===== config.mk =====
export PLATFORM = sky130hd
export DESIGN_NAME = bhpq_ctrl
export DESIGN_NICKNAME = d
export VERILOG_FILES = /design/src/sv/bhpq_pkg.sv /design/src/sv/bhpq_ctrl.sv
export SDC_FILE = /design/constraint.sdc
export NUM_CORES = 1
export LEC_CHECK = 0
export ABC_AREA = 1
export BUFFER_PORTS_ARGS = -buffer_cell sky130_fd_sc_hd__buf_4
export CAP_MARGIN = 15
export CELL_PAD_IN_SITES_DETAIL_PLACEMENT = 1
export CELL_PAD_IN_SITES_GLOBAL_PLACEMENT = 2
export CORE_ASPECT_RATIO = 0.6
export CORE_UTILIZATION = 20
export DETAILED_ROUTE_END_ITERATION = 16
export PLACE_DENSITY_LB_ADDON = 0.3
export SLEW_MARGIN = 40
export SYNTH_ARGS = -nofsm -noshare
export SYNTH_HDL_FRONTEND = slang
export SYNTH_SLANG_ARGS = --single-unit

===== constraint.sdc =====
create_clock -name clock -period 2.08 [get_ports clock]
set_clock_uncertainty 0.1 [all_clocks]
set_input_delay 0.312 -clock clock [delete_from_list [all_inputs] [get_ports clock]]
set_output_delay 0.312 -clock clock [all_outputs]
set_load 0.05 [all_outputs]

===== src/sv/bhpq_pkg.sv =====
`timescale 1ns / 1ps
// ----------------------------------------------------------------------------
// bhpq_pkg
// Shared types, codes and defaults for the binary heap priority queue core.
// ----------------------------------------------------------------------------
package bhpq_pkg;

   localparam int DEF_CAPACITY  = 1024;
   localparam int DEF_KEY_WIDTH = 32;
   localparam int OUT_KEY_W     = 32;
   localparam int OUT_COUNT_W   = 11;
   localparam int STATUS_W      = 2;

   localparam logic CMD_PUSH = 1'b0;
   localparam logic CMD_POP  = 1'b1;

   localparam logic [STATUS_W-1:0] STATUS_OK    = 2'd0;
   localparam logic [STATUS_W-1:0] STATUS_EMPTY = 2'd1;
   localparam logic [STATUS_W-1:0] STATUS_FULL  = 2'd2;

   localparam logic MODE_MAX_FIRST = 1'b0;
   localparam logic MODE_MIN_FIRST = 1'b1;

   typedef struct packed {
      logic                 cmd;
      logic [OUT_KEY_W-1:0] key;
   } req_type;

   typedef struct packed {
      logic [OUT_KEY_W-1:0]   popped_key;
      logic [STATUS_W-1:0]    status;
      logic [OUT_KEY_W-1:0]   top_key;
      logic                   top_valid;
      logic [OUT_COUNT_W-1:0] entry_count;
   } rsp_type;

   typedef enum logic [3:0] {
      ST_IDLE,
      ST_POP_RD,
      ST_POP_LD,
      ST_UP_RD,
      ST_UP_CMP,
      ST_DN_RDL,
      ST_DN_RDR,
      ST_DN_CMP,
      ST_DONE
   } state_type;

   typedef enum logic [2:0] {
      RD_NONE,
      RD_LAST,
      RD_PARENT,
      RD_LEFT,
      RD_RIGHT
   } rd_sel_type;

   typedef enum logic [1:0] {
      WR_NONE,
      WR_CUR,
      WR_UP,
      WR_DN
   } wr_sel_type;

   typedef struct packed {
      logic       accept;
      rd_sel_type rd_sel;
      logic       cur_load;
      logic       lval_load;
      wr_sel_type wr_sel;
      logic       rsp_load;
   } ctrl_cmd_type;

   typedef struct packed {
      logic is_full;
      logic is_empty;
      logic count_one;
      logic pos_zero;
      logic up_swap;
      logic left_in;
      logic dn_move;
   } ctrl_status_type;

endpackage


===== src/sv/bhpq_ctrl.sv =====
`timescale 1ns / 1ps
// ----------------------------------------------------------------------------
// bhpq_ctrl
// Sequencer for push sift-up and pop sift-down, and result channel valid.
// ----------------------------------------------------------------------------
module bhpq_ctrl (
   input  logic                      clock,
   input  logic                      reset,
   input  logic                      req_valid,
   input  logic                      req_cmd,
   output logic                      req_stall,
   output logic                      rsp_valid,
   input  logic                      rsp_stall,
   input  bhpq_pkg::ctrl_status_type stat,
   output bhpq_pkg::ctrl_cmd_type    cmd
);

   bhpq_pkg::state_type state_ff, state_in;
   logic                rsp_valid_ff, rsp_valid_in;
   logic                accept;

   assign req_stall = (state_ff != bhpq_pkg::ST_IDLE);
   assign accept    = req_valid && (state_ff == bhpq_pkg::ST_IDLE);
   assign rsp_valid = rsp_valid_ff;

   always_ff @(posedge clock) begin
      if (reset) begin
         state_ff     <= bhpq_pkg::ST_IDLE;
         rsp_valid_ff <= 1'b0;
      end else begin
         state_ff     <= state_in;
         rsp_valid_ff <= rsp_valid_in;
      end
   end

   // next state
   always_comb begin
      state_in = state_ff;
      unique case (state_ff)
         bhpq_pkg::ST_IDLE: begin
            if (accept) begin
               if (req_cmd == bhpq_pkg::CMD_PUSH) begin
                  state_in = stat.is_full ? bhpq_pkg::ST_DONE : bhpq_pkg::ST_UP_RD;
               end else if (stat.is_empty || stat.count_one) begin
                  state_in = bhpq_pkg::ST_DONE;
               end else begin
                  state_in = bhpq_pkg::ST_POP_RD;
               end
            end
         end
         bhpq_pkg::ST_POP_RD: state_in = bhpq_pkg::ST_POP_LD;
         bhpq_pkg::ST_POP_LD: state_in = bhpq_pkg::ST_DN_RDL;
         bhpq_pkg::ST_UP_RD: begin
            state_in = stat.pos_zero ? bhpq_pkg::ST_DONE : bhpq_pkg::ST_UP_CMP;
         end
         bhpq_pkg::ST_UP_CMP: begin
            state_in = stat.up_swap ? bhpq_pkg::ST_UP_RD : bhpq_pkg::ST_DONE;
         end
         bhpq_pkg::ST_DN_RDL: begin
            state_in = stat.left_in ? bhpq_pkg::ST_DN_RDR : bhpq_pkg::ST_DONE;
         end
         bhpq_pkg::ST_DN_RDR: state_in = bhpq_pkg::ST_DN_CMP;
         bhpq_pkg::ST_DN_CMP: begin
            state_in = stat.dn_move ? bhpq_pkg::ST_DN_RDL : bhpq_pkg::ST_DONE;
         end
         bhpq_pkg::ST_DONE: begin
            if (!rsp_valid_ff || !rsp_stall) begin
               state_in = bhpq_pkg::ST_IDLE;
            end
         end
         default: state_in = bhpq_pkg::ST_IDLE;
      endcase
   end

   // outputs
   always_comb begin
      cmd        = '0;
      cmd.rd_sel = bhpq_pkg::RD_NONE;
      cmd.wr_sel = bhpq_pkg::WR_NONE;
      unique case (state_ff)
         bhpq_pkg::ST_IDLE:   cmd.accept = accept;
         bhpq_pkg::ST_POP_RD: cmd.rd_sel = bhpq_pkg::RD_LAST;
         bhpq_pkg::ST_POP_LD: cmd.cur_load = 1'b1;
         bhpq_pkg::ST_UP_RD: begin
            if (stat.pos_zero) begin
               cmd.wr_sel = bhpq_pkg::WR_CUR;
            end else begin
               cmd.rd_sel = bhpq_pkg::RD_PARENT;
            end
         end
         bhpq_pkg::ST_UP_CMP: begin
            cmd.wr_sel = stat.up_swap ? bhpq_pkg::WR_UP : bhpq_pkg::WR_CUR;
         end
         bhpq_pkg::ST_DN_RDL: begin
            if (stat.left_in) begin
               cmd.rd_sel = bhpq_pkg::RD_LEFT;
            end else begin
               cmd.wr_sel = bhpq_pkg::WR_CUR;
            end
         end
         bhpq_pkg::ST_DN_RDR: begin
            cmd.rd_sel    = bhpq_pkg::RD_RIGHT;
            cmd.lval_load = 1'b1;
         end
         bhpq_pkg::ST_DN_CMP: begin
            cmd.wr_sel = stat.dn_move ? bhpq_pkg::WR_DN : bhpq_pkg::WR_CUR;
         end
         bhpq_pkg::ST_DONE: cmd.rsp_load = !rsp_valid_ff || !rsp_stall;
         default: ;
      endcase
   end

   always_comb begin
      rsp_valid_in = rsp_valid_ff;
      if (cmd.rsp_load) begin
         rsp_valid_in = 1'b1;
      end else if (!rsp_stall) begin
         rsp_valid_in = 1'b0;
      end
   end

endmodule


==> results of run 1 <==
## registers in the layout (all words and copies together), names as in the netlist
name       count
rsp_valid      1
state_ff       4
## path summary, 6_finish.rpt
kind	cells after the start	slack, ps	from	endpoint
setup / recovery	6	170	state_ff[3]$_SDFFE_PP0P_	cmd[1]
hold / removal	2	190	reset	state_ff[1]$_SDFFE_PP0P_
setup reg to reg	7	740	state_ff[3]$_SDFFE_PP0P_	state_ff[0]$_SDFFE_PP0P_
hold reg to reg	2	410	rsp_valid$_SDFFE_PP0P_	rsp_valid$_SDFFE_PP0P_
## per-layer routing
metal	wire [um]	GRT usage [%]	part of all wire, %	vias up
li1	-	-	-	295
met1	714	16.6	52	263
met2	604	21.2	44	16
met3	60	3.87	4.4	0
met4	0	3.49	0	0
met5	0	0	0	-
## where the power goes
part / switching, uW / internal [uW] / leakage, uW
Combinational: 312 / 131 / 0.000329
Sequential: 32.6 / 118 / 0.0000408
Clock: 41.2 / 72.6 / 0.0000150
## worst max-delay path: cells and delay by family (launching register included)
| family | cells | cell delay [ps] |
|---|---|---|
| and+or+nand+nor | 4 | 630 |
| buffers and inverters | 2 | 250 |
| DFF | 1 | 380 |
## final cells by class
cell class | instances | area (um2) | area share, %
Sequential cell | 5 | 100 | 15.3
Timing Repair Buffer | 22 | 165 | 25.3
Tap cell | 28 | 35.0 | 5.36
Multi-Input combinational cell | 58 | 274 | 42.0
Clock buffer | 4 | 26.3 | 4.02
Inverter | 14 | 52.6 | 8.05
## cell usage after synthesis
library cell	count	area share, %
inv_2	2	1.7
o21ai_1	1	1.1
nand2_2	1	1.4
nand2_1	18	15
nor2_2	1	1.4
nand3_1	11	13
o21ai_0	1	1.1
a21oi_1	2	2.3
nor2_1	16	14
o211ai_1	2	3.4
dfxtp_1	5	23
inv_1	12	10
nand4_1	1	1.4
buf_4	2	3.4
nor3_1	2	2.3
nor2_4	2	5.2
## cell families (layout without fill, tap and decap cells)
group                  count (synthesis)  count (layout)
AOI/OAI and AO/OA                      6               6
DFF                                    5               5
and+or+nand+nor                       52              52
buffers and inverters                 16              40
## through the flow
step                      total power (uW)  util [%]  hold WS (ps)  cells  setup WS [ps]
final                                  707      33.5           186    131            169
after global routing                   758      33.5           196    131           97.3
after global placement                 598      32.1           384    127            398
after CTS                              716      33.5           183    131            169
after detailed placement               596      32.1           406    127            438
after floorplan                        473         -           281     79            127
==> flow_metrics.tcl, run 1 <==
set metrics [dict create \
    io_buffers 22 \
    cts_buffer_depth 2 \
    grt_pass1_wl_um 2240 \
    max_stage_delay_ps 380 \
    synth-compound-area-share_pct 8.02 \
    firstDrtPassIters 3 \
    final_common_cell "buf_4" \
    placedInstanceArea_um2 627 \
    layout-drive-gt1-share_pct 31.1 \
    crit_path_cell_trace "nor2_2, inv_2, nor3_1, nor2_1, nand2_1, buf_4" \
    ys_seq_area_share_pct 22.9 \
    synth_top_family_by_area "simple AND/OR/NAND/NOR gates" \
    grt_pass1_vias 535 \
    synthDistinctLibCells 16 \
    syn_inst 79 \
    muxShareOfSynthArea_pct 0 \
    worst_ir_drop_vdd_uv 635 \
    tns_ps 0 \
    clk_pin_slew_ps 40 \
    setup_viol 0 \
    avgRoutedWirePerCell_um 10.5 \
    cts_setup_buffers 0 \
    final_area_um2 653 \
    fin_crit_sh_pct 91.9 \
    synthAdderAreaFrac_pct 0 \
    status "finished clean" \
    p_leak_uw 0.000385 \
    slowest_stage "dfxtp_1" \
    path_class "flip-flop to primary output" \
    rsz0062_at_grt "no" \
    clock.fmax_mhz 523 \
    worstPathRequired_ps 1670 \
    drt_iter0_drc 9 \
    initial_core_util_pct 22.4 \
    area_delta_synth_final_pct 49.6 \
    period_minus_slack_ps 1910 \
    grt_overflow 0 \
    avgSynthCellArea_um2 5.53 \
    grt_start_max_net_pins 8 \
    worstPathMaxFanout 5 \
    die_w_um 62.3 \
    antenna_cells 0 \
    core_region_area_um2 1950 \
    fillers 270 \
    cts.sinks 5 \
    worstMarginPinSlew_ps 291 \
    routabilityCongestion 0.822 \
    cts_buffers 3 \
    insertion_delay_ps 240 \
    final_cell_mix "buf_4 (22), nand2_1 (18), nor2_1 (16), inv_1 (12), nand3_1 (11)" \
    final_nets 116 \
    root_buffer "clkbuf_4" \
    max_cap_viol_count 0 \
    syn-cell-area_um2 437 \
    detail-route-antenna-nets 0 \
    drc 0 \
    slew_headroom_pct 80.6 \
    endpoint_kind "primary output" \
    antenna_found_initial 0 \
    dieArea_um2 2380 \
    ctsResizeCount 0 \
    die_height_um 38.2 \
    synthSimpleGateAreaFrac_pct 53.6 \
    ys_ff_latch 5 \
    report.final.slew_viol_count 0 \
    drt-total-wl_um 1380 \
    start_kind "flip-flop" \
    htree_num_levels 1 \
    report.final.hold_viol_count 0 \
    vias 574 \
    ioPinCount 23 \
    cp.arrival_ps 1500 \
    synth_xor_area_share_pct 0 \
    yosys_warnings 0 \
    p_per_area_nw_per_um2 1080 \
    cts_tree "built" \
    grt_usage_pct 12.8 \
    cts_hold_buf 0 \
    place_hpwl_um 1190 \
    hold_path.class "primary input to flip-flop" \
    via_per_inst 4.38 \
    row_count 12 \
    synth_nets 91 \
]
Power figures use the tool's default switching activity.
==> run 2, diff against run 1 <==
==> constraint.sdc (replaced) <==
create_clock -name clock -period 2.08 [get_ports clock]
set_clock_uncertainty 0.1 [all_clocks]
set_input_delay 0.312 -clock clock [delete_from_list [all_inputs] [get_ports clock]]
set_output_delay 0.312 -clock clock [all_outputs]
set_load 0.02 [all_outputs]
==> flow_metrics.tcl, run 2 (synthesized netlist as in run 1, its figures left out) <==
set metrics [dict create \
    status "finished clean" \
    worstPathMaxFanout 5 \
    dpl.cell_count 127 \
    final_nets 116 \
    row_count 12 \
    ctsResizeCount 0 \
    grt_use_met1_pct 16.3 \
    initial_core_util_pct 22.4 \
    fin_cells 131 \
    critical_path.top_delay_family "simple AND/OR/NAND/NOR gates" \
    slew_headroom_pct 78.7 \
    core_region_area_um2 1950 \
    cts_setup_buffers 0 \
    grt_usage_pct 12.8 \
    io_buffers 22 \
    cp.arrival_ps 1420 \
    fin_crit_sh_pct 88.3 \
    max_cap_viol_count 0 \
    drt_iter0_drc 21 \
    reg2reg_to "state_ff[0]$_SDFFE_PP0P_" \
    slowest_stage "dfxtp_1" \
    report.final.slew_viol_count 0 \
    insertion_delay_ps 240 \
    cts_buffer_depth 2 \
    hold_ws_ps 186 \
    antenna_found_initial 0 \
    firstDrtPassIters 4 \
    max_stage_delay_ps 380 \
    critical_path.startpoint "state_ff[3]$_SDFFE_PP0P_" \
    rsz0062_at_grt "no" \
    grt_util_met3_pct 4.46 \
    clock.fmax_mhz 545 \
    worstMarginPinSlew_ps 317 \
    dieArea_um2 2380 \
    largest_reg_flops 4 \
    hold_path.class "primary input to flip-flop" \
    htree_num_levels 1 \
    start_kind "flip-flop" \
    grt_pass1_wl_um 2260 \
    fin_util_pct 33.2 \
    crit_buf_inv 2 \
    period_minus_slack_ps 1840 \
    antenna_cells 0 \
    grt_start_max_net_pins 8 \
    final_common_cell "buf_4" \
    reg2reg_depth 6 \
    clk_pin_slew_ps 50 \
    worstPathRequired_ps 1670 \
    drc 0 \
    path_depth 6 \
    rrSetupSlack_ps 720 \
    via_per_inst 4.21 \
    die_w_um 62.3 \
    root_buffer "clkbuf_4" \
    tns_ps 0 \
    cts.sinks 5 \
    path_class "flip-flop to primary output" \
    p_per_area_nw_per_um2 940 \
    report.final.hold_viol_count 0 \
    area_delta_synth_final_pct 48.4 \
    cts_hold_buf 0 \
    total_power_uw 609 \
    grt_most_used_layer "met2" \
    layout-drive-gt1-share_pct 30.1 \
    grt_pass1_vias 521 \
    reg2reg_from "state_ff[3]$_SDFFE_PP0P_" \
    avgRoutedWirePerCell_um 10.8 \
    place_hpwl_um 1230 \
    detail-route-antenna-nets 0 \
    ioPinCount 23 \
    setup_viol 0 \
    cts_tree "built" \
    drt-total-wl_um 1410 \
    final_cell_mix "buf_4 (22), nand2_1 (18), nor2_1 (16), inv_1 (12), nand3_1 (11)" \
    vias 551 \
    largest_register "state_ff" \
    crit_end "cmd[1]" \
    routabilityCongestion 0.803 \
    worst_ir_drop_vdd_uv 272 \
    p_leak_uw 0.000385 \
    die_height_um 38.2 \
    met2_usage_pct 21.7 \
    endpoint_kind "primary output" \
    crit_path_cell_trace "nor2_2, inv_2, nor3_1, nor2_1, nand2_1, buf_4" \
    cts_buffers 3 \
    grt_overflow 0 \
]
-- run 2: power breakdown --
| part | switching (uW) | total, uW | internal [uW] |
|---|---|---|---|
| registers | 32.2 | 150 | 118 |
| logic | 217 | 346 | 129 |
| clock network | 40.9 | 114 | 72.6 |
| total | 290 | 609 | 319 |
-- run 2: metrics by stage --
stage | area (um2) | setup WS (ps)
floorplan | 437 | 376
global placement | 622 | 451
detailed placement | 622 | 502
CTS | 648 | 231
global route | 648 | 162
finish | 648 | 243
-- run 2: area by class of cell --
class	instances	area, um2
repair buffers	22	165
multi-input cells	58	269
clock buffers	4	26.3
well taps	28	35.0
fillers	269	1300
inverters	14	52.6
flip-flops and latches	5	100
-- run 2: per-layer routing --
layer / vias up / routed length [um]
met5: - / 0
li1: 292 / -
met1: 242 / 744
met4: 0 / 0
met2: 17 / 587
met3: 0 / 81
-- run 2: worst min path at each step --
| stage | startpoint | endpoint | slack (ps) | cells past startpoint |
|---|---|---|---|---|
| floorplan | reset | rsp_valid$_SDFFE_PP0P_ | 280 | 1 |
| global placement | rsp_valid$_SDFFE_PP0P_ | rsp_valid$_SDFFE_PP0P_ | 380 | 2 |
| detailed placement | rsp_valid$_SDFFE_PP0P_ | rsp_valid$_SDFFE_PP0P_ | 400 | 2 |
| CTS | reset | state_ff[1]$_SDFFE_PP0P_ | 180 | 2 |
| global route | reset | rsp_valid$_SDFFE_PP0P_ | 190 | 2 |
| finish | reset | state_ff[1]$_SDFFE_PP0P_ | 190 | 2 |
-- run 2: worst register-to-register path, stage by stage, from the launching register on --
cell and delay, ps:
dfxtp_1 380, nor2_2 300, nand3_1 150, nand3_1 130, inv_1 80, o21ai_1 70
nor2_1 50
==> run 3, diff against run 2 <==
--- a/config.mk
+++ b/config.mk
@@ -10,8 +10,9 @@
 export CAP_MARGIN = 15
 export CELL_PAD_IN_SITES_DETAIL_PLACEMENT = 1
 export CELL_PAD_IN_SITES_GLOBAL_PLACEMENT = 2
-export CORE_ASPECT_RATIO = 0.6
-export CORE_UTILIZATION = 20
+export CORE_ASPECT_RATIO = 0.8
+export CORE_UTILIZATION = 22
+export CTS_BUF_LIST = sky130_fd_sc_hd__clkbuf_2
 export DETAILED_ROUTE_END_ITERATION = 16
 export PLACE_DENSITY_LB_ADDON = 0.3
 export SLEW_MARGIN = 40
==> flow_metrics.tcl, run 3 (synthesized netlist as in run 1, its figures left out) <==
set metrics [dict create \
    cts_tree "built" \
    detail-route-antenna-nets 0 \
    path_class "flip-flop to primary output" \
    firstDrtPassIters 4 \
    crit_buf_inv 2 \
    reg2reg_to "state_ff[0]$_SDFFE_PP0P_" \
    vias 566 \
    routed-wl-met3_um 35 \
    die_w_um 51.8 \
    highest_layer "met4" \
    clock.fmax_mhz 549 \
    layout-drive-gt1-share_pct 31.1 \
    hold_ws_ps 204 \
    fillers 262 \
    rsz0062_at_grt "no" \
    total_power_uw 584 \
    status "finished clean" \
    worst_ir_drop_vdd_uv 503 \
    worstMarginPinSlew_ps 310 \
    setup_viol 0 \
    whs_path_depth 2 \
    min_to "state_ff[1]$_SDFFE_PP0P_" \
    drc 0 \
    antenna_found_initial 0 \
    drt-total-wl_um 1320 \
    max_cap_viol_count 0 \
    cp.arrival_ps 1410 \
    grt_usage_pct 14.1 \
    ctsResizeCount 0 \
    place_hpwl_um 1120 \
    grt_pass1_vias 542 \
    fin_crit_sh_pct 87.6 \
    final_cell_mix "buf_4 (22), nand2_1 (18), nor2_1 (16), inv_1 (12), nand3_1 (11)" \
    root_buffer "clkbuf_2" \
    worstPathRequired_ps 1670 \
    cts_setup_buffers 0 \
    hold_path.class "primary input to flip-flop" \
    report.final.hold_viol_count 0 \
    htree_num_levels 1 \
    routabilityCongestion 0.739 \
    largest_reg_flops 4 \
    min_from "reset" \
    final_nets 116 \
    rrSetupSlack_ps 740 \
    slowest_stage "dfxtp_1" \
    max_stage_delay_ps 380 \
    critical_path.top_delay_family "simple AND/OR/NAND/NOR gates" \
    via_per_inst 4.46 \
    dieArea_um2 2170 \
    avgRoutedWirePerCell_um 10.4 \
    drt_iter0_drc 7 \
    insertion_delay_ps 210 \
    die_height_um 41.9 \
    grt_pass1_wl_um 2280 \
    wl_met2_um 634 \
    worstPathMaxFanout 5 \
    final_common_cell "buf_4" \
    row_count 14 \
    initial_core_util_pct 23.3 \
    start_kind "flip-flop" \
    ioPinCount 23 \
    crit_path_cell_trace "nor2_2, inv_2, nor3_1, nor2_1, nand2_1, buf_4" \
    grt_start_max_net_pins 8 \
    report.final.slew_viol_count 0 \
    cts_buffer_depth 2 \
    io_buffers 22 \
    reg2reg_from "state_ff[3]$_SDFFE_PP0P_" \
    antenna_cells 0 \
    clk_pin_slew_ps 60 \
    tns_ps 0 \
    wirelength_met1_um 647 \
    period_minus_slack_ps 1820 \
    largest_register "state_ff" \
    reg2reg_depth 6 \
    p_per_area_nw_per_um2 917 \
    endpoint_kind "primary output" \
    grt_overflow 0 \
    p_leak_uw 0.000386 \
    core_region_area_um2 1870 \
    cts.sinks 5 \
    cts_buffers 3 \
    slew_headroom_pct 79.3 \
    cts_hold_buf 0 \
    area_delta_synth_final_pct 45.8 \
]
[run 3: changes by cell type in the layout (fill, tap and decap cells not counted)]
| cell | before | now |
|---|---|---|
| clkbuf_1 | 1 | 0 |
| clkbuf_2 | 0 | 4 |
| clkbuf_4 | 3 | 0 |
[run 3: how the worst max path moves through the flow]
stage                  end                startpoint  cells after the start
floorplan           cmd[7]  state_ff[1]$_SDFFE_PP0P_                      3
global placement    cmd[1]  state_ff[3]$_SDFFE_PP0P_                      6
detailed placement  cmd[1]  state_ff[3]$_SDFFE_PP0P_                      6
CTS                 cmd[1]  state_ff[3]$_SDFFE_PP0P_                      6
global route        cmd[1]  state_ff[3]$_SDFFE_PP0P_                      6
finish              cmd[1]  state_ff[3]$_SDFFE_PP0P_                      6
[run 3: per-layer routing]
layer	track usage, %	vias up
met2	24.2	14
met5	0	-
met3	3.30	2
met1	17.7	255
li1	-	295
met4	3.24	0
[run 3: metrics by stage]
step	setup slack, ps	std cells	area [um2]	utilization [%]
2_1_floorplan	376	79	437	-
3_3_place_gp	499	123	617	32.9
3_5_place_dp	483	123	617	32.9
4_1_cts	239	127	637	34.0
5_1_grt	99.4	127	637	34.0
6_report	258	127	637	34.0
[run 3: final cells by class]
type | instances | area (um2) | area share, %
Tap cell | 24 | 30.0 | 4.72
Multi-Input combinational cell | 58 | 269 | 42.2
Timing Repair Buffer | 22 | 165 | 25.9
Clock buffer | 4 | 20.0 | 3.14
Sequential cell | 5 | 100 | 15.7
Inverter | 14 | 52.6 | 8.25
[run 3: power breakdown]
part           internal (uW)  total (uW)  leakage, uW  switching [uW]
Combinational            129         345     0.000329             216
Clock                   50.9        90.8    0.0000166            39.9
Sequential               117         148    0.0000408            31.0
Total                    297         584     0.000386             287
[run 3: worst reg2reg max path, stage by stage, from the launching register on]
cell	delay, ps
dfxtp_1	380
nor2_2	310
nand3_1	140
nand3_1	120
inv_1	60
o21ai_1	80
nor2_1	50
